--- src/hdl/smm_pkg.sv ---
`timescale 1ns / 1ps

package smm_pkg;

  localparam int MAX_DIM = 8;
  localparam int CELLS   = MAX_DIM * MAX_DIM;
  localparam int ADDR_W  = $clog2(CELLS);
  localparam int DIM_W   = $clog2(MAX_DIM);
  localparam int CNT_W   = $clog2(MAX_DIM + 1);

  localparam int CMD_W  = 2;
  localparam int ROW_W  = 3;
  localparam int WORD_W = 32;
  localparam int CFG_W  = 4;

  localparam int IN_FIELDS_W  = 2 * ROW_W + WORD_W;
  localparam int IN_DATA_W    = ((IN_FIELDS_W + 7) / 8) * 8;
  localparam int OUT_FIELDS_W = 2 * ROW_W + WORD_W;
  localparam int OUT_DATA_W   = ((OUT_FIELDS_W + 7) / 8) * 8;

  localparam logic [CFG_W-1:0] SIZE_RESET = CFG_W'(MAX_DIM);

  localparam logic [CMD_W-1:0] CMD_WR_A = 2'd0;
  localparam logic [CMD_W-1:0] CMD_WR_B = 2'd1;
  localparam logic [CMD_W-1:0] CMD_MUL  = 2'd2;

  typedef enum logic [2:0] {
    ST_IDLE  = 3'b001,
    ST_ISSUE = 3'b010,
    ST_DRAIN = 3'b100
  } state_e;

  typedef struct packed {
    logic             wr_a;
    logic             wr_b;
    logic             rd_en;
    logic             rd_first;
    logic             rd_last;
    logic [DIM_W-1:0] i;
    logic [DIM_W-1:0] j;
    logic [DIM_W-1:0] k;
    logic             load_out;
    logic             out_last;
  } ctrl_cmd_t;

  typedef struct packed {
    logic acc_done;
    logic out_free;
  } dp_status_t;

  function automatic logic [ADDR_W-1:0] cell_addr(input logic [DIM_W-1:0] r,
                                                  input logic [DIM_W-1:0] c);
    cell_addr = ADDR_W'(r * MAX_DIM + c);
  endfunction

endpackage

--- src/hdl/smm_ctrl.sv ---
`timescale 1ns / 1ps

module smm_ctrl (
  input  logic                                clk_i,
  input  logic                                rst_ni,
  input  logic                                cfg_wr_en_i,
  input  logic [smm_pkg::CFG_W-1:0]           cfg_wr_data_i,
  input  logic                                in_valid_i,
  output logic                                in_ready_o,
  input  logic [smm_pkg::CMD_W-1:0]           in_cmd_i,
  input  smm_pkg::dp_status_t                 status_i,
  output smm_pkg::ctrl_cmd_t                  cmd_o
);

  smm_pkg::state_e                 state_q, state_d;
  logic [smm_pkg::CFG_W-1:0]       size_q;
  logic [smm_pkg::DIM_W-1:0]       i_q, i_d, j_q, j_d, k_q, k_d;
  logic [smm_pkg::CNT_W-1:0]       n_last;
  logic                            in_acc;
  logic                            k_end, j_end, i_end;

  always_comb begin
    if (size_q == '0) begin
      n_last = '0;
    end else if (size_q > smm_pkg::CFG_W'(smm_pkg::MAX_DIM)) begin
      n_last = smm_pkg::CNT_W'(smm_pkg::MAX_DIM - 1);
    end else begin
      n_last = smm_pkg::CNT_W'(size_q - 1'b1);
    end
  end

  assign in_ready_o = (state_q == smm_pkg::ST_IDLE);
  assign in_acc     = in_valid_i && in_ready_o;
  assign k_end      = (smm_pkg::CNT_W'(k_q) == n_last);
  assign j_end      = (smm_pkg::CNT_W'(j_q) == n_last);
  assign i_end      = (smm_pkg::CNT_W'(i_q) == n_last);

  always_comb begin
    state_d = state_q;
    i_d     = i_q;
    j_d     = j_q;
    k_d     = k_q;

    cmd_o          = '0;
    cmd_o.i        = i_q;
    cmd_o.j        = j_q;
    cmd_o.k        = k_q;
    cmd_o.rd_first = (k_q == '0);
    cmd_o.rd_last  = k_end;
    cmd_o.out_last = i_end && j_end;

    case (state_q)
      smm_pkg::ST_IDLE: begin
        if (in_acc) begin
          cmd_o.wr_a = (in_cmd_i == smm_pkg::CMD_WR_A);
          cmd_o.wr_b = (in_cmd_i == smm_pkg::CMD_WR_B);
          if (in_cmd_i == smm_pkg::CMD_MUL) begin
            i_d     = '0;
            j_d     = '0;
            k_d     = '0;
            state_d = smm_pkg::ST_ISSUE;
          end
        end
      end
      smm_pkg::ST_ISSUE: begin
        cmd_o.rd_en = 1'b1;
        if (k_end) begin
          state_d = smm_pkg::ST_DRAIN;
        end else begin
          k_d = k_q + 1'b1;
        end
      end
      smm_pkg::ST_DRAIN: begin
        if (status_i.acc_done && status_i.out_free) begin
          cmd_o.load_out = 1'b1;
          k_d            = '0;
          if (j_end) begin
            j_d = '0;
            if (i_end) begin
              state_d = smm_pkg::ST_IDLE;
            end else begin
              i_d     = i_q + 1'b1;
              state_d = smm_pkg::ST_ISSUE;
            end
          end else begin
            j_d     = j_q + 1'b1;
            state_d = smm_pkg::ST_ISSUE;
          end
        end
      end
      default: begin
        state_d = smm_pkg::ST_IDLE;
      end
    endcase
  end

  always_ff @(posedge clk_i or negedge rst_ni) begin
    if (!rst_ni) begin
      state_q <= smm_pkg::ST_IDLE;
      size_q  <= smm_pkg::SIZE_RESET;
      i_q     <= '0;
      j_q     <= '0;
      k_q     <= '0;
    end else begin
      state_q <= state_d;
      i_q     <= i_d;
      j_q     <= j_d;
      k_q     <= k_d;
      if (cfg_wr_en_i) begin
        size_q <= cfg_wr_data_i;
      end
    end
  end

endmodule

--- config.mk ---
export PLATFORM = sky130hd
export DESIGN_NAME = smm_ctrl
export DESIGN_NICKNAME = d
export VERILOG_FILES = /design/src/hdl/smm_pkg.sv /design/src/hdl/smm_ctrl.sv
export SDC_FILE = /design/constraint.sdc
export NUM_CORES = 1
export LEC_CHECK = 0
export BUFFER_PORTS_ARGS = -buffer_cell sky130_fd_sc_hd__buf_4
export CORE_AREA = 10 10 49 66
export CTS_BUF_LIST = sky130_fd_sc_hd__clkbuf_8
export DETAILED_ROUTE_END_ITERATION = 12
export DIE_AREA = 0 0 59 76
export GPL_TIMING_DRIVEN = 0
export PLACE_DENSITY = 0.84
export SETUP_SLACK_MARGIN = 0.3
export SLEW_MARGIN = 25
export SYNTH_ARGS = -nofsm -noshare
export SYNTH_HDL_FRONTEND = slang
export SYNTH_SLANG_ARGS = --single-unit
--- constraint.sdc ---
create_clock -name clk_i -period 6.1 [get_ports clk_i]
set_clock_uncertainty 0.1 [all_clocks]
set_input_delay 0.305 -clock clk_i [delete_from_list [all_inputs] [get_ports clk_i]]
set_output_delay 0.305 -clock clk_i [all_outputs]
set_load 0.005 [all_outputs]
# Yosys cells after proc, flatten, opt, wreduce, memory -nomap -nowiden
# Cells that the tools add are included.
[totals] register_bits=16 latch_bits=0 ramBits=0 romBits=0 input_bits=12 output_inout_bits=17 word_cells=63 memories=0
[op_classes] n_addsub=4 mul=0 div=0 magnitude_cmp=1 eq_ne=15 n_shift=0 n_mux=26 bitwise=0 reduce_logical=12
[op_table] cell="2-to-1 mux 3 bit" count=14
[op_table] cell="one-hot mux 3 bit (3 select lines)" count=2
[op_table] cell="== test 3 x 4 -> 1 bit" count=3
[op_table] cell="one-hot mux 3 bit (2 select lines)" count=2
[op_table] cell="!= test 2 bit, second input constant" count=5
[op_table] cell="adder 3 x 1 -> 3 bit, second input constant" count=3
[op_table] cell="2-to-1 mux 4 bit" count=2
[op_table] cell="AND reduction 4 bit" count=2
[op_table] cell="2-to-1 mux 2 bit" count=3
[op_table] cell="AND reduction 6 bit" count=1
[op_table] cell="AND reduction 5 bit" count=1
[op_table] cell="> comparator 4 bit, second input constant" count=1
[op_table] cell="logical NOT 4 bit" count=1
[op_table] cell="!= test 2 x 1 -> 1 bit, second input constant" count=2
[op_table] cell="subtractor 4 x 1 -> 4 bit, second input constant" count=1
[op_table] cell="== test 3 x 1 -> 1 bit, second input constant" count=1
[op_table] cell="== test 3 x 2 -> 1 bit, second input constant" count=1
[op_table] cell="== test 3 bit, second input constant" count=1
[op_table] cell="logical AND 1 bit" count=3
[op_table] cell="logical NOT 3 bit" count=1
[op_table] cell="2-to-1 mux 1 bit" count=3
[op_table] cell="nonzero test 3 bit" count=1
[op_table] cell="== test 2 x 1 -> 1 bit, second input constant" count=1
[op_table] cell="== test 2 bit, second input constant" count=1
[op_table] cell="2 further kinds" count=2

# Longest topological paths before layout
[logic_depth] ltp_word=8 depth_mapped=8

# Worst setup path after synthesis
# Ideal clock, no wire load.
[synth_path] path_type="reg2reg" from="register size_q[0] in the netlist's numbering" to="register state_q[0]" t_arrival_ns=2.216 t_required_ns=5.919 setup_slack_ns=3.703 stages_incl_launch_ff=9 period_less_slack_ns=2.397 cell_sequence="dfrtp_1 inv_1 ha_1 and2b_4 maj3_2 xnor2_1 or3_4 o31a_1 a211oi_2"
[synth_between] elab_chain_cells=8 elab_cells_between_ends=14 cone_classes="add/sub: 1; order compare: 1; eq/ne: 4; mux: 6; reduce/logical: 2"
[synth_rtl] element="start, declared" line_no="smm_ctrl.sv:16" rtl="logic [smm_pkg::CFG_W-1:0] size_q;"
[synth_rtl] element="start signal, assigned" line_no="smm_ctrl.sv:100" rtl="size_q <= smm_pkg::SIZE_RESET;"
[synth_rtl] element="start signal, assigned" line_no="smm_ctrl.sv:110" rtl="size_q <= cfg_wr_data_i;"
[synth_rtl] element="subtractor 4 x 1 -> 4 bit / > comparator 4 bit (equally long branches)" line_no="smm_ctrl.sv:28, smm_ctrl.sv:25"
[synth_rtl] element="2-to-1 mux 4 bit" line_no="smm_ctrl.sv:25" rtl="end else if (size_q > smm_pkg::CFG_W'(smm_pkg::MAX_DIM)) begin"
[synth_rtl] element="2-to-1 mux 4 bit *" line_no="smm_ctrl.sv:23" rtl="if (size_q == '0) begin"
[synth_rtl] element="== test 3 x 4 -> 1 bit" line_no="smm_ctrl.sv:36" rtl="assign i_end = (smm_pkg::CNT_W'(i_q) == n_last);"
[synth_rtl] element="2-to-1 mux 2 bit" line_no="smm_ctrl.sv:79" rtl="if (i_end) begin"
[synth_rtl] element="2-to-1 mux 3 bit" line_no="smm_ctrl.sv:77" rtl="if (j_end) begin"
[synth_rtl] element="2-to-1 mux 3 bit" line_no="smm_ctrl.sv:74" rtl="if (status_i.acc_done && status_i.out_free) begin"
[synth_rtl] element="one-hot mux 3 bit (3 select lines)" line_no="smm_ctrl.sv:52" rtl="case (state_q)"
[synth_rtl] element="end signal, assigned" line_no="smm_ctrl.sv:99" rtl="state_q <= smm_pkg::ST_IDLE;"
[synth_rtl] element="end signal, assigned" line_no="smm_ctrl.sv:105" rtl="state_q <= state_d;"
[synth_rtl] element="end, declared" line_no="smm_ctrl.sv:15" rtl="smm_pkg::state_e state_q, state_d;"
# Mark *: on every way between the ends. The rest lies on a longest branch, timed or not. The select of a mux whose other input is x is not followed.
# A chain may end at the register's enable or synchronous reset.

==> results.tsv <==
metric	value	unit
root buf cell	clkbuf_8	
worst hold path type	input port to flip-flop	
pwr dens	310	nW/µm²
area grow syn2layout	26.1	%
layout cells sized above 1	26.5	%
Max H-tree Level	1	
Setup Slack @ Placement	3340	ps
vias in the first global route	1134	
final-stage net count	184	
static leakage	0.000701	µW
GPL Wtd Cong	0.881	
fin crit period	2990	ps
sw frac	37.5	%
Cell Area, Synth	1160	µm²
antenna diode count	0	
Slew @ Worst Pin	706	ps
average wire per standard cell	15.6	µm
mux cell area share after synthesis	0	%
final hold violation count	0	
initial DRC count	52	
largest family of logic cells by synthesized area	compound AO/OA/AOI/OAI gates	
filler instances	166	
CTS max path bufs	2	
final worst slack	3110	ps
CTS tree	built	
final setup violation count	0	
YS warnings	0	
WL final	2940	µm
net count after synthesis	150	
outcome	completed	
Die ar.	4480	µm²
worst path arrival time	2590	ps
clock sink count	16	
Synth async-reset ratio	100	%
max-slew violation count	0	
PortBufs	28	
clock power share	21.1	%
Boundary Pins	29	
largest net degree at the start of global routing	17	
Post-Syn Instances	133	
ys flop type	dfrtp_1	
Peak VDD IR	0.000317	V
Critical Path Source Type	flip-flop	
total global-route track usage	13.7	%
global-route wire length before repair	5150	µm
R2R Path End	i_q[0]	
core box area	2100	µm²
compound-gate portion of the synthesized area	24.5	%
height of the die	76	µm
total number of vias	1111	
adder-cell share of the synthesized area	7.34	%
drt first pass iters	4	
Gate power share	44.8	%
DRC	0	
cts bufs inserted	3	
Reg clk slew, reported paths	70	ps
Overflow after GRT	0	
Distinct cells, synth	51	
Pint	284	µW
Max Cap Violations	0	
worst skew pair latency	250	ps
register area share after synthesis	34.7	%
f_max	0.334	GHz
initial antenna violation count	0	
worst r2r src	size_q[0]	
Crit. End Element	output port	
reg2reg setup slack	3290	ps
Seq pwr share	34.1	%
cells on worst reg2reg path	8	
Starting Density	55.2	%
worst relative slew slack	52.6	%
Die W	59	µm
post-route ant nets	0	
Req. time, crit path	5690	ps
Max Fanout on Critical Path	8	
drt via density	5.91	
Hold Startpoint	cfg_wr_en_i	
Synth Area in XOR/XNOR	3.78	%
Placement Rows	20	
RSZ-0062 raised after global routing	no	
Tcrit/Tclk final	49.1	%
Post-Synth Simple-Gate Area	23.7	%
switching pwr	170	µW
critical path type	flip-flop to output port	
number of flops mapped to enable cells by yosys	0	
Mean Syn Cell Area	8.72	µm²
WHS Path Cells	2	
hold path endpoint	size_q[3]	
Final HPWL DP	2360	µm
synthesis-stage register bit count	16	
setup TNS	0	ps
[cell families (layout without fill, tap and decap cells)]
group | Yosys count | after routing
xor gates and xnor gates | 5 | 5
and+or+nand+nor | 51 | 51
buffers and inverters | 17 | 50
AOI/OAI and AO/OA | 37 | 37
DFF | 16 | 16
adders and majority gates | 7 | 7
[cell type report]
cell class	count	area, µm²	area share [%]
Buffer	4	20.0	1.37
Multi-Input combinational cell	100	688	47.0
Inverter	13	48.8	3.34
Tap cell	22	27.5	1.88
Sequential cell	16	403	27.5
Timing Repair Buffer	29	220	15.1
Clock buffer	4	55.1	3.76
[flip-flops by register name, indices dropped and copies added, names as in the netlist]
signal / cells
i_q: 3
state_q: 3
j_q: 3
size_q: 4
k_q: 3
[worst max-delay path by stage]
| stage | startpoint | end | cells after the start |
|---|---|---|---|
| 2_1_floorplan | size_q[0] | state_q[0] | 8 |
| 3_3_place_gp | size_q[0] | i_q[1] | 8 |
| 3_5_place_dp | size_q[0] | i_q[0] | 8 |
| 4_1_cts | size_q[0] | cmd_o[0] | 8 |
| 5_1_grt | size_q[0] | cmd_o[0] | 8 |
| 6_report | size_q[0] | cmd_o[0] | 8 |
[timing repair]
action / CTS / global route
buffers inserted: 0 / 0
gates resized for setup: 0 / 0
endpoints found under the hold margin: 14 / 0
hold buffers: 1 / 0
[synthesized netlist by cell type (all sizes together) (3+ instances only)]
master | instances | share of area (%)
a211oi | 3 | 2.8
o31ai | 3 | 1.9
nand3 | 5 | 2.2
xnor2 | 3 | 2.3
a21oi | 3 | 1.3
dfrtp | 14 | 30
nor3b | 3 | 1.9
inv | 13 | 4.2
nor2 | 10 | 3.2
o21ai | 9 | 3.9
nor2b | 3 | 1.6
nand2 | 14 | 4.5
ha | 5 | 5.4
and2 | 3 | 1.6
[layer usage]
layer / global-route usage (%) / up-vias / wire, µm
li1: - / 548 / -
met1: 15.7 / 529 / 1190
met2: 22.8 / 30 / 1510
met3: 4.50 / 4 / 214
met4: 4.15 / 0 / 31
met5: 0 / - / 0
[critical path, cell delays in order (launching register included)]
cell      delay, ps
dfrtp_1         460
inv_1           130
ha_1            280
or3b_1          450
nand3_1         110
a21oi_1          80
o311ai_2        580
nor2_1           90
buf_4           160
[power groups by stage]
| stage | Sequential (µW) | Combinational (µW) | Clock, µW |
|---|---|---|---|
| after global placement | 155 | 198 | 0 |
| after CTS | 155 | 207 | 95.4 |
| after detailed placement | 157 | 205 | 0 |
| after floorplan | 151 | 128 | 0 |
| final | 155 | 203 | 95.8 |
| after global routing | 159 | 229 | 100 |
[placed cells by master (no fill, tap or decap), drive strengths merged, types with 2 or more instances in the layout]
master	count
buf	30
nand2	14
dfrtp	14
inv	13
nor2	10
o21ai	9
clkbuf	6
nand3	5
ha	5
nor3b	3
nor2b	3
xnor2	3
a21oi	3
o31ai	3
and2	3
a211oi	3
nand2b	2
maj3	2
xor2	2
a31oi	2
nor3	2
a221o	2
dfstp	2
and2b	2
o311ai	2
[through the flow]
| step | total power, µW | std cells | utilization (%) | hold slack (ps) | instance area, µm² |
|---|---|---|---|---|---|
| 2_1_floorplan | 279 | 133 | - | -90.6 | 1160 |
| 6_report | 454 | 188 | 69.6 | 158 | 1460 |
| 3_3_place_gp | 353 | 183 | 66.5 | 77.8 | 1400 |
| 5_1_grt | 489 | 188 | 69.6 | 181 | 1460 |
| 3_5_place_dp | 362 | 183 | 66.5 | 82.1 | 1400 |
| 4_1_cts | 457 | 188 | 69.6 | 162 | 1460 |
(Power assumes the default switching activity.)
