## src/hdl/smm_pkg.sv

```systemverilog
`timescale 1ns / 1ps

package smm_pkg;

  localparam int MAX_DIM = 8;
  localparam int CELLS   = MAX_DIM * MAX_DIM;
  localparam int ADDR_W  = $clog2(CELLS);
  localparam int DIM_W   = $clog2(MAX_DIM);
  localparam int CNT_W   = $clog2(MAX_DIM + 1);

  localparam int CMD_W  = 2;
  localparam int ROW_W  = 3;
  localparam int WORD_W = 32;
  localparam int CFG_W  = 4;

  localparam int IN_FIELDS_W  = 2 * ROW_W + WORD_W;
  localparam int IN_DATA_W    = ((IN_FIELDS_W + 7) / 8) * 8;
  localparam int OUT_FIELDS_W = 2 * ROW_W + WORD_W;
  localparam int OUT_DATA_W   = ((OUT_FIELDS_W + 7) / 8) * 8;

  localparam logic [CFG_W-1:0] SIZE_RESET = CFG_W'(MAX_DIM);

  localparam logic [CMD_W-1:0] CMD_WR_A = 2'd0;
  localparam logic [CMD_W-1:0] CMD_WR_B = 2'd1;
  localparam logic [CMD_W-1:0] CMD_MUL  = 2'd2;

  typedef enum logic [2:0] {
    ST_IDLE  = 3'b001,
    ST_ISSUE = 3'b010,
    ST_DRAIN = 3'b100
  } state_e;

  typedef struct packed {
    logic             wr_a;
    logic             wr_b;
    logic             rd_en;
    logic             rd_first;
    logic             rd_last;
    logic [DIM_W-1:0] i;
    logic [DIM_W-1:0] j;
    logic [DIM_W-1:0] k;
    logic             load_out;
    logic             out_last;
  } ctrl_cmd_t;

  typedef struct packed {
    logic acc_done;
    logic out_free;
  } dp_status_t;

  function automatic logic [ADDR_W-1:0] cell_addr(input logic [DIM_W-1:0] r,
                                                  input logic [DIM_W-1:0] c);
    cell_addr = ADDR_W'(r * MAX_DIM + c);
  endfunction

endpackage

```

## src/hdl/smm_datapath.sv

```systemverilog
`timescale 1ns / 1ps

module smm_datapath (
  input  logic                                clk_i,
  input  logic                                rst_ni,
  input  smm_pkg::ctrl_cmd_t                  cmd_i,
  output smm_pkg::dp_status_t                 status_o,
  input  logic [smm_pkg::ROW_W-1:0]           in_row_i,
  input  logic [smm_pkg::ROW_W-1:0]           in_col_i,
  input  logic [smm_pkg::WORD_W-1:0]          in_value_i,
  output logic                                out_valid_o,
  input  logic                                out_ready_i,
  output logic [smm_pkg::ROW_W-1:0]           out_row_o,
  output logic [smm_pkg::ROW_W-1:0]           out_col_o,
  output logic [smm_pkg::WORD_W-1:0]          out_product_o,
  output logic                                out_last_o
);

  logic [smm_pkg::WORD_W-1:0] mem_a [smm_pkg::CELLS];
  logic [smm_pkg::WORD_W-1:0] mem_b [smm_pkg::CELLS];

  logic                         wr_in_range;
  logic [smm_pkg::ADDR_W-1:0]   wr_addr, rd_a_addr, rd_b_addr;
  logic [smm_pkg::WORD_W-1:0]   a_rd_q, b_rd_q, prod_d, prod_q, acc_q;
  logic                         s1_v_q, s1_first_q, s1_last_q;
  logic                         s2_v_q, s2_first_q, s2_last_q;
  logic                         done_q;
  logic                         out_valid_q, out_last_q;
  logic [smm_pkg::ROW_W-1:0]    out_row_q, out_col_q;
  logic [smm_pkg::WORD_W-1:0]   out_prod_q;

  assign wr_in_range = (in_row_i < smm_pkg::ROW_W'(smm_pkg::MAX_DIM - 1)
                        || in_row_i == smm_pkg::ROW_W'(smm_pkg::MAX_DIM - 1))
                    && (in_col_i < smm_pkg::ROW_W'(smm_pkg::MAX_DIM - 1)
                        || in_col_i == smm_pkg::ROW_W'(smm_pkg::MAX_DIM - 1));
  assign wr_addr   = smm_pkg::cell_addr(smm_pkg::DIM_W'(in_row_i),
                                        smm_pkg::DIM_W'(in_col_i));
  assign rd_a_addr = smm_pkg::cell_addr(cmd_i.i, cmd_i.k);
  assign rd_b_addr = smm_pkg::cell_addr(cmd_i.k, cmd_i.j);

  always_ff @(posedge clk_i) begin
    if (cmd_i.wr_a && wr_in_range) begin
      mem_a[wr_addr] <= in_value_i;
    end
    a_rd_q <= mem_a[rd_a_addr];
  end

  always_ff @(posedge clk_i) begin
    if (cmd_i.wr_b && wr_in_range) begin
      mem_b[wr_addr] <= in_value_i;
    end
    b_rd_q <= mem_b[rd_b_addr];
  end

  assign prod_d = a_rd_q * b_rd_q;

  always_ff @(posedge clk_i) begin
    prod_q <= prod_d;
    if (s2_v_q) begin
      acc_q <= s2_first_q ? prod_q : acc_q + prod_q;
    end
    if (cmd_i.load_out) begin
      out_row_q  <= smm_pkg::ROW_W'(cmd_i.i);
      out_col_q  <= smm_pkg::ROW_W'(cmd_i.j);
      out_prod_q <= acc_q;
      out_last_q <= cmd_i.out_last;
    end
  end

  always_ff @(posedge clk_i or negedge rst_ni) begin
    if (!rst_ni) begin
      s1_v_q      <= 1'b0;
      s1_first_q  <= 1'b0;
      s1_last_q   <= 1'b0;
      s2_v_q      <= 1'b0;
      s2_first_q  <= 1'b0;
      s2_last_q   <= 1'b0;
      done_q      <= 1'b0;
      out_valid_q <= 1'b0;
    end else begin
      s1_v_q     <= cmd_i.rd_en;
      s1_first_q <= cmd_i.rd_first;
      s1_last_q  <= cmd_i.rd_last;
      s2_v_q     <= s1_v_q;
      s2_first_q <= s1_first_q;
      s2_last_q  <= s1_last_q;
      if (cmd_i.load_out) begin
        done_q <= 1'b0;
      end else if (s2_v_q && s2_last_q) begin
        done_q <= 1'b1;
      end
      if (cmd_i.load_out) begin
        out_valid_q <= 1'b1;
      end else if (out_ready_i) begin
        out_valid_q <= 1'b0;
      end
    end
  end

  assign status_o.acc_done = done_q;
  assign status_o.out_free = !out_valid_q || out_ready_i;

  assign out_valid_o   = out_valid_q;
  assign out_row_o     = out_row_q;
  assign out_col_o     = out_col_q;
  assign out_product_o = out_prod_q;
  assign out_last_o    = out_last_q;

endmodule

```

## config.mk

```make
export PLATFORM = sky130hd
export DESIGN_NAME = smm_datapath
export DESIGN_NICKNAME = d
export VERILOG_FILES = /design/src/hdl/smm_pkg.sv /design/src/hdl/smm_datapath.sv
export SDC_FILE = /design/constraint.sdc
export NUM_CORES = 2
export LEC_CHECK = 0
export BUFFER_PORTS_ARGS = -buffer_cell sky130_fd_sc_hd__buf_2
export CAP_MARGIN = 30
export CORE_MARGIN = 3
export CORE_UTILIZATION = 35
export CTS_CLUSTER_DIAMETER = 100
export DETAILED_ROUTE_END_ITERATION = 10
export SLEW_MARGIN = 0
export SYNTH_ARGS = -nofsm -noshare
export SYNTH_HDL_FRONTEND = slang
export SYNTH_SLANG_ARGS = --single-unit
```

## constraint.sdc

```tcl
create_clock -name clk_i -period 11.6 [get_ports clk_i]
set_clock_uncertainty 0.1 [all_clocks]
set_input_delay 1.74 -clock clk_i [delete_from_list [all_inputs] [get_ports clk_i]]
set_output_delay 1.74 -clock clk_i [all_outputs]
set_load 0.01 [all_outputs]
```

Word level (Yosys, flattened, before mapping):

Memories as Yosys holds them, arrays and structs flattened. A register that Yosys moved wholly into a read port is not among the register bits.
Index checks and enable logic that the tools add are counted.

* output and inout port bits: 42
* memory bits (writable): 4096
* input port bits: 57
* word-level logic and storage cells: 44
* memories kept: 2
* flip-flop bits (word level): 111

* equal/unequal tests: 2
* mux-type cells: 9
* $mul: 1
* $add $sub $neg: 4
* reductions and logical operators: 10
* order comparisons: 2

Memories
* mem_a: words 64, bits a word 32, read ports 1, clocked after Yosys merged registers in 1, wr ports 1, line smm_datapath.sv:19 `logic [smm_pkg::WORD_W-1:0] mem_a [smm_pkg::CELLS];`
* mem_b: words 64, bits a word 32, read ports 1, clocked after Yosys merged registers in 1, wr ports 1, line smm_datapath.sv:20 `logic [smm_pkg::WORD_W-1:0] mem_b [smm_pkg::CELLS];`

Operator list (count)
* $add A32 B32 Y32: 1
* $mul A32 B32 Y32: 1
* $mux W32: 1
* $add A6 B3 Y6: 3
* $mux W1: 8
* $eq A3 B3 Y1 const B: 2
* $lt A3 B3 Y1 const B: 2
* $logic_and A1 B1 Y1: 4
* $reduce_bool A2 Y1: 2
* $logic_or A1 B1 Y1: 3
* $logic_not A1 Y1: 1

Longest topological paths before layout:

* depth in word-level cells: 6
* gate-level depth with buffers: 27
* gate-level depth less buffers: 25

Worst setup path before layout:

Ideal clock, no wire load.

* kind: reg2reg
* start point: register b_rd_q[2] in the netlist's numbering, read port of mem_b
* end point: register prod_q[31] in the netlist's numbering
* data required time: 11.428 ns
* buffers on the path: 2
* arrival time: 6.709 ns
* slack: 4.719 ns
* stages on the path, launching flop included: 25
* path through: dfxtp_1 -> clkbuf_1 -> clkbuf_1 -> nand2_1 -> fa_1 -> fa_1 -> fa_1 -> fa_1 -> inv_1 -> ha_1 -> ha_1 -> inv_1 -> fa_1 -> fa_1 -> inv_1 -> ha_1 -> or3_1 -> o22a_2 -> a221o_2 -> a221oi_2 -> o211a_1 -> nor2_1 -> a211o_1 -> a21oi_2 -> xnor2_1

* cells in the longest elaborated chain, start to end: 1

RTL lines
* start, declared: line smm_datapath.sv:24 `logic [smm_pkg::WORD_W-1:0] a_rd_q, b_rd_q, prod_d, prod_q, acc_q;`
* $mul A32 B32 Y32: line smm_datapath.sv:55 `assign prod_d = a_rd_q * b_rd_q;`
* net prod_d (one bit): line smm_datapath.sv:24
* end signal, assigned: line smm_datapath.sv:58 `prod_q <= prod_d;`
* end, declared: line smm_datapath.sv:24

The timed path passes the listed nets, and every way through them passes these cells.
A chain may end at the register's enable or synchronous reset.

Worst setup path in the final report:

* start point: register b_rd_q[6] in the netlist's numbering, read port of mem_b
* end point: register prod_q[30] in the netlist's numbering

Same word-level chain as after synthesis.

==> metrics.md <==
| Metric | Value |
|---|---|
| Combinational share of power | 49.8% |
| Antenna Nets Post-Route | 0 |
| Die Wd | 717 um |
| Worst-path clk slew | 0.06 ns |
| Number of synthesized flops with an enable pin | 4167 |
| Levels on crit path | 22 |
| Synth Flop Type | edfxtp_1 |
| Area contributors post-synth | edfxtp_1 (71%), mux4_2 (17%), fa_1 (4.6%), ha_1 (1.1%), dfxtp_1 (1.1%) |
| GRT Resource Usage Total | 17.8% |
| Most used cell, CP | fa_1 |
| Gr ovfl total | 0 |
| Buf/Inv on CP | 4 |
| CP max stage cell | dfxtp_1 |
| CP Launch Point | b_rd_q[6]$_DFF_P_ |
| Flop2flop setup slack | ~4.2 ns |
| Sequential area share after synthesis | 71.9% |
| Tot Pwr | 61.7 mW |
| Largest area contributor in the netlist | edfxtp_1 |
| Worst path max stage delay | around 0.89 ns |
| Reg-to-reg critical path endpoint | prod_q[30]$_DFF_P_ |
| Detailed Route Iter0 Violations | around 10000 |
| Critical path required time | 12.35 ns |
| DRT Pass-1 Iters | 7 |
| Switching share of power | 38.2% |
| Num ports | between 90 and 100 |
| Worst-path cell chain | and2_1, fa_1, fa_1, fa_1, inv_1, fa_1, inv_1, fa_1, inv_1, fa_1, inv_1, fa_1, fa_1, ha_1, o21ai_0, nand2b_1, a31oi_1, o21ai_0, a41o_1, a21o_1, a211oi_1, xnor2_1 |
| Min Clock Period, post-route | approximately 7.4 ns |
| Data arrival, critical path | between 8 and 9 ns |
| H-tree depth | 5 |
| Cell Count, Final, Fillers Out | between 15000 and 20000 |
| Worst setup EP type | flop |
| First-pass GRT wire length | around 660 mm |
| CTS sink count | 4271 |
| Post-synth ARST share | 0.187% |
| Inst Count DP | 14800 |
| Cell family with most CP delay | adder cells |
| Mean Syn Cell Area | 21.7 um2 |
| Slew margin rel. | 26.8% |
| Power share of the clock group | 21.1% |
| Via density | 5.38 |
| Starting Density | 35.2% |
| Synth unique cells | between 60 and 70 |
| Post-CTS setup buffers | 0 |
| Fraction of layout instances using a drive strength above 1 | 27.3% |
| Max IR drop VDD | about 0.0025 V |
| Warnings from Yosys | 0 |
| DIE AREA | 514000 um2 |
| FP Rows | 260 |
| Worst-Margin Slew | 1.10 ns |
| Worst hold margin | approximately 0.26 ns |
| Number of buffers added on ports | 98 |
| Psw | 23.6 mW |
| P&R area growth vs syn | 13.5% |
| Post-synthesis cell count | approximately 8000 |
| WS Path Type | reg -> reg |
| Final setup violation count | 0 |
| Root buffer cell | clkbuf_16 |
| Global placer's final weighted congestion | about 0.81 |
| Power Density | 307 nW/um2 |
| Max Slew Vio Count | 0 |
| Max_cap viols | 0 |
| Final hold viol count | 0 |
| Fmax achieved | 0.134 GHz |
| Internal Power | 38.1 mW |
| Initial antenna violation count | 57 |
| Mapped Area | 177000 um2 |
| # hold bufs at CTS | 0 |
| Vias in the first global route | 87600 |
| Total CTS buffers | 416 |
| DR DRC count | 0 |
| CTS resizes | 0 |
| Die H | 717 um |
| RSZ-0062 raised after global routing | false |
| Leakage power | 64.4 nW |
| DP HPWL | 258 mm |
| Reg2reg path depth | 22 |
| FF+latch count, synth | 4271 |
| Vias | 83900 |
| Core area | 503000 um2 |
| Synth Net Count | 8792 |
| Clk_lat worst skew | 1.01 ns |
| CP Launch Type | flop |
| Final nets | 9154 |
| Final WL | 462 mm |
| Reg power frac | between 20 and 30% |
| Post-synth top area share | 70.7% |
| Setup_tns | 0 ns |
| Critical path destination | prod_q[30]$_DFF_P_ |
| Post-DR wirelength/cell | 29.6 um |
| Worst R2R Start | b_rd_q[6]$_DFF_P_ |
| CTS tree | done |
| Outcome | finished, final reports clean |
| Max clock buf depth | 4 |
| Worst hold path class | reg -> reg |
| Largest net degree at the start of global routing | 136 |
| Crit share post-route | 64.2% |
| Max FO, Critical Path | 26 |
synth_stat cells, types with 2 or more instances:
library cell,number
fa_1,409
nor2b_1,8
or3_1,2
xnor2_1,82
a211o_1,2
a21o_2,3
mux4_2,1325
edfxtp_1,4167
ha_1,154
or2_2,2
nand2b_1,9
mux2_2,20
inv_1,411
a31o_2,2
o211ai_1,6
nor2_1,159
a21o_1,23
o31ai_1,6
o21a_1,10
nand3_1,19
o41ai_1,2
buf_1,119
a21oi_1,42
buf_4,3
mux2i_1,22
buf_2,25
o21bai_1,2
a31oi_1,5
nor3_1,8
clkbuf_1,267
nor3b_1,2
nand4_1,5
and2_1,285
dfxtp_1,96
dfrtp_1,8
nand2_1,324
o21ai_0,71
xor2_1,30
nand3b_1,4
or4_1,2
a211oi_1,11
worst min-delay path by stage:
stage	start	endpoint	slack, ns	cells past startpoint
4_1_cts	s1_last_q$_DFF_PN0_	s2_last_q$_DFF_PN0_	0.26	0
5_1_grt	s1_last_q$_DFF_PN0_	s2_last_q$_DFF_PN0_	0.26	0
3_5_place_dp	s1_last_q$_DFF_PN0_	s2_last_q$_DFF_PN0_	0.24	0
3_3_place_gp	s1_v_q$_DFF_PN0_	s2_v_q$_DFF_PN0_	0.24	0
2_1_floorplan	s1_first_q$_DFF_PN0_	s2_first_q$_DFF_PN0_	0.23	0
6_report	s1_last_q$_DFF_PN0_	s2_last_q$_DFF_PN0_	0.26	0
worst reg2reg max path, stage by stage, from the launching register on:
cell      delay [ns]
dfxtp_1         0.89
and2_1          0.27
fa_1            0.45
fa_1            0.50
fa_1            0.51
inv_1           0.05
fa_1            0.51
inv_1           0.06
fa_1            0.50
inv_1           0.06
fa_1            0.52
inv_1           0.05
fa_1            0.39
fa_1            0.47
ha_1            0.35
o21ai_0         0.24
nand2b_1        0.13
a31oi_1         0.16
o21ai_0         0.17
a41o_1          0.29
a21o_1          0.22
a211oi_1        0.29
xnor2_1         0.16
power groups by stage:
stage                     combinational [mW]  sequential [mW]  clock [mW]
final                                   30.7             18.0        13.0
after global routing                    33.6             17.9        13.9
after CTS                               30.9             18.0        13.3
after detailed placement                30.8             18.3           0
after global placement                  29.8             18.3           0
after floorplan                         22.9             18.2           0
metal layers:
metal / GRT usage [%] / wire length, um / up-vias
li1: - / - / 33700
met1: 24.7 / 188000 / 46100
met2: 29.4 / 226000 / 3370
met3: 3.08 / 35700 / 645
met4: 4.37 / 11700 / 32
met5: 0 / 208 / -
stage by stage:
stage	area [um2]	util, %	setup slack [ns]
floorplan	177000	-	4.72
global placement	187000	37.3	4.17
detailed placement	188000	37.3	4.15
CTS	201000	39.9	4.17
global route	201000	40.0	3.80
finish	201000	40.0	4.15
cell usage in the layout, fill, tap and decap left out, types with 25 or more instances in the layout:
cell,n
inv_1,411
mux4_2,1325
clkinv_2,68
clkbuf_16,420
clkinv_1,86
dfxtp_1,96
buf_4,263
bufinv_16,25
a21oi_1,42
ha_1,154
xor2_1,30
xnor2_1,82
fa_1,409
nor2_4,128
o21ai_0,71
edfxtp_1,4167
and2_1,285
nand2_1,322
clkbuf_1,103
nor2_1,31
buf_2,59
final cells by class:
type,instances,area (um2)
fill,43800,302000
sequential,4271,127000
multi-input combinational,3076,47600
clock buffer,532,11000
tap,6681,8360
timing repair buffer,358,2980
clock inverter,230,2020
inverter,411,1540
antenna,20,50.0
cells by family after synthesis:
kind of cell	count (synthesis)	synth area share [%]
compound gates	201	0.716
fa+ha+maj	563	5.71
buf+inv	825	1.77
flops	4271	71.9
simple gates	833	2.25
xor+xnor	112	0.554
mux	1367	17.1
registers in the layout (all words and copies together) (netlist names):
| name | count |
|---|---|
| a_rd_q | 32 |
| s2_v_q | 1 |
| mem_a | 2048 |
| out_col_o | 3 |
| s1_first_q | 1 |
| acc_q | 32 |
| s2_last_q | 1 |
| out_row_o | 3 |
| out_product_o | 32 |
| done_q | 1 |
| s2_first_q | 1 |
| out_valid_o | 1 |
| b_rd_q | 32 |
| s1_last_q | 1 |
| out_last_o | 1 |
| prod_q | 32 |
| mem_b | 2048 |
| s1_v_q | 1 |
(Power assumes the default switching activity.)
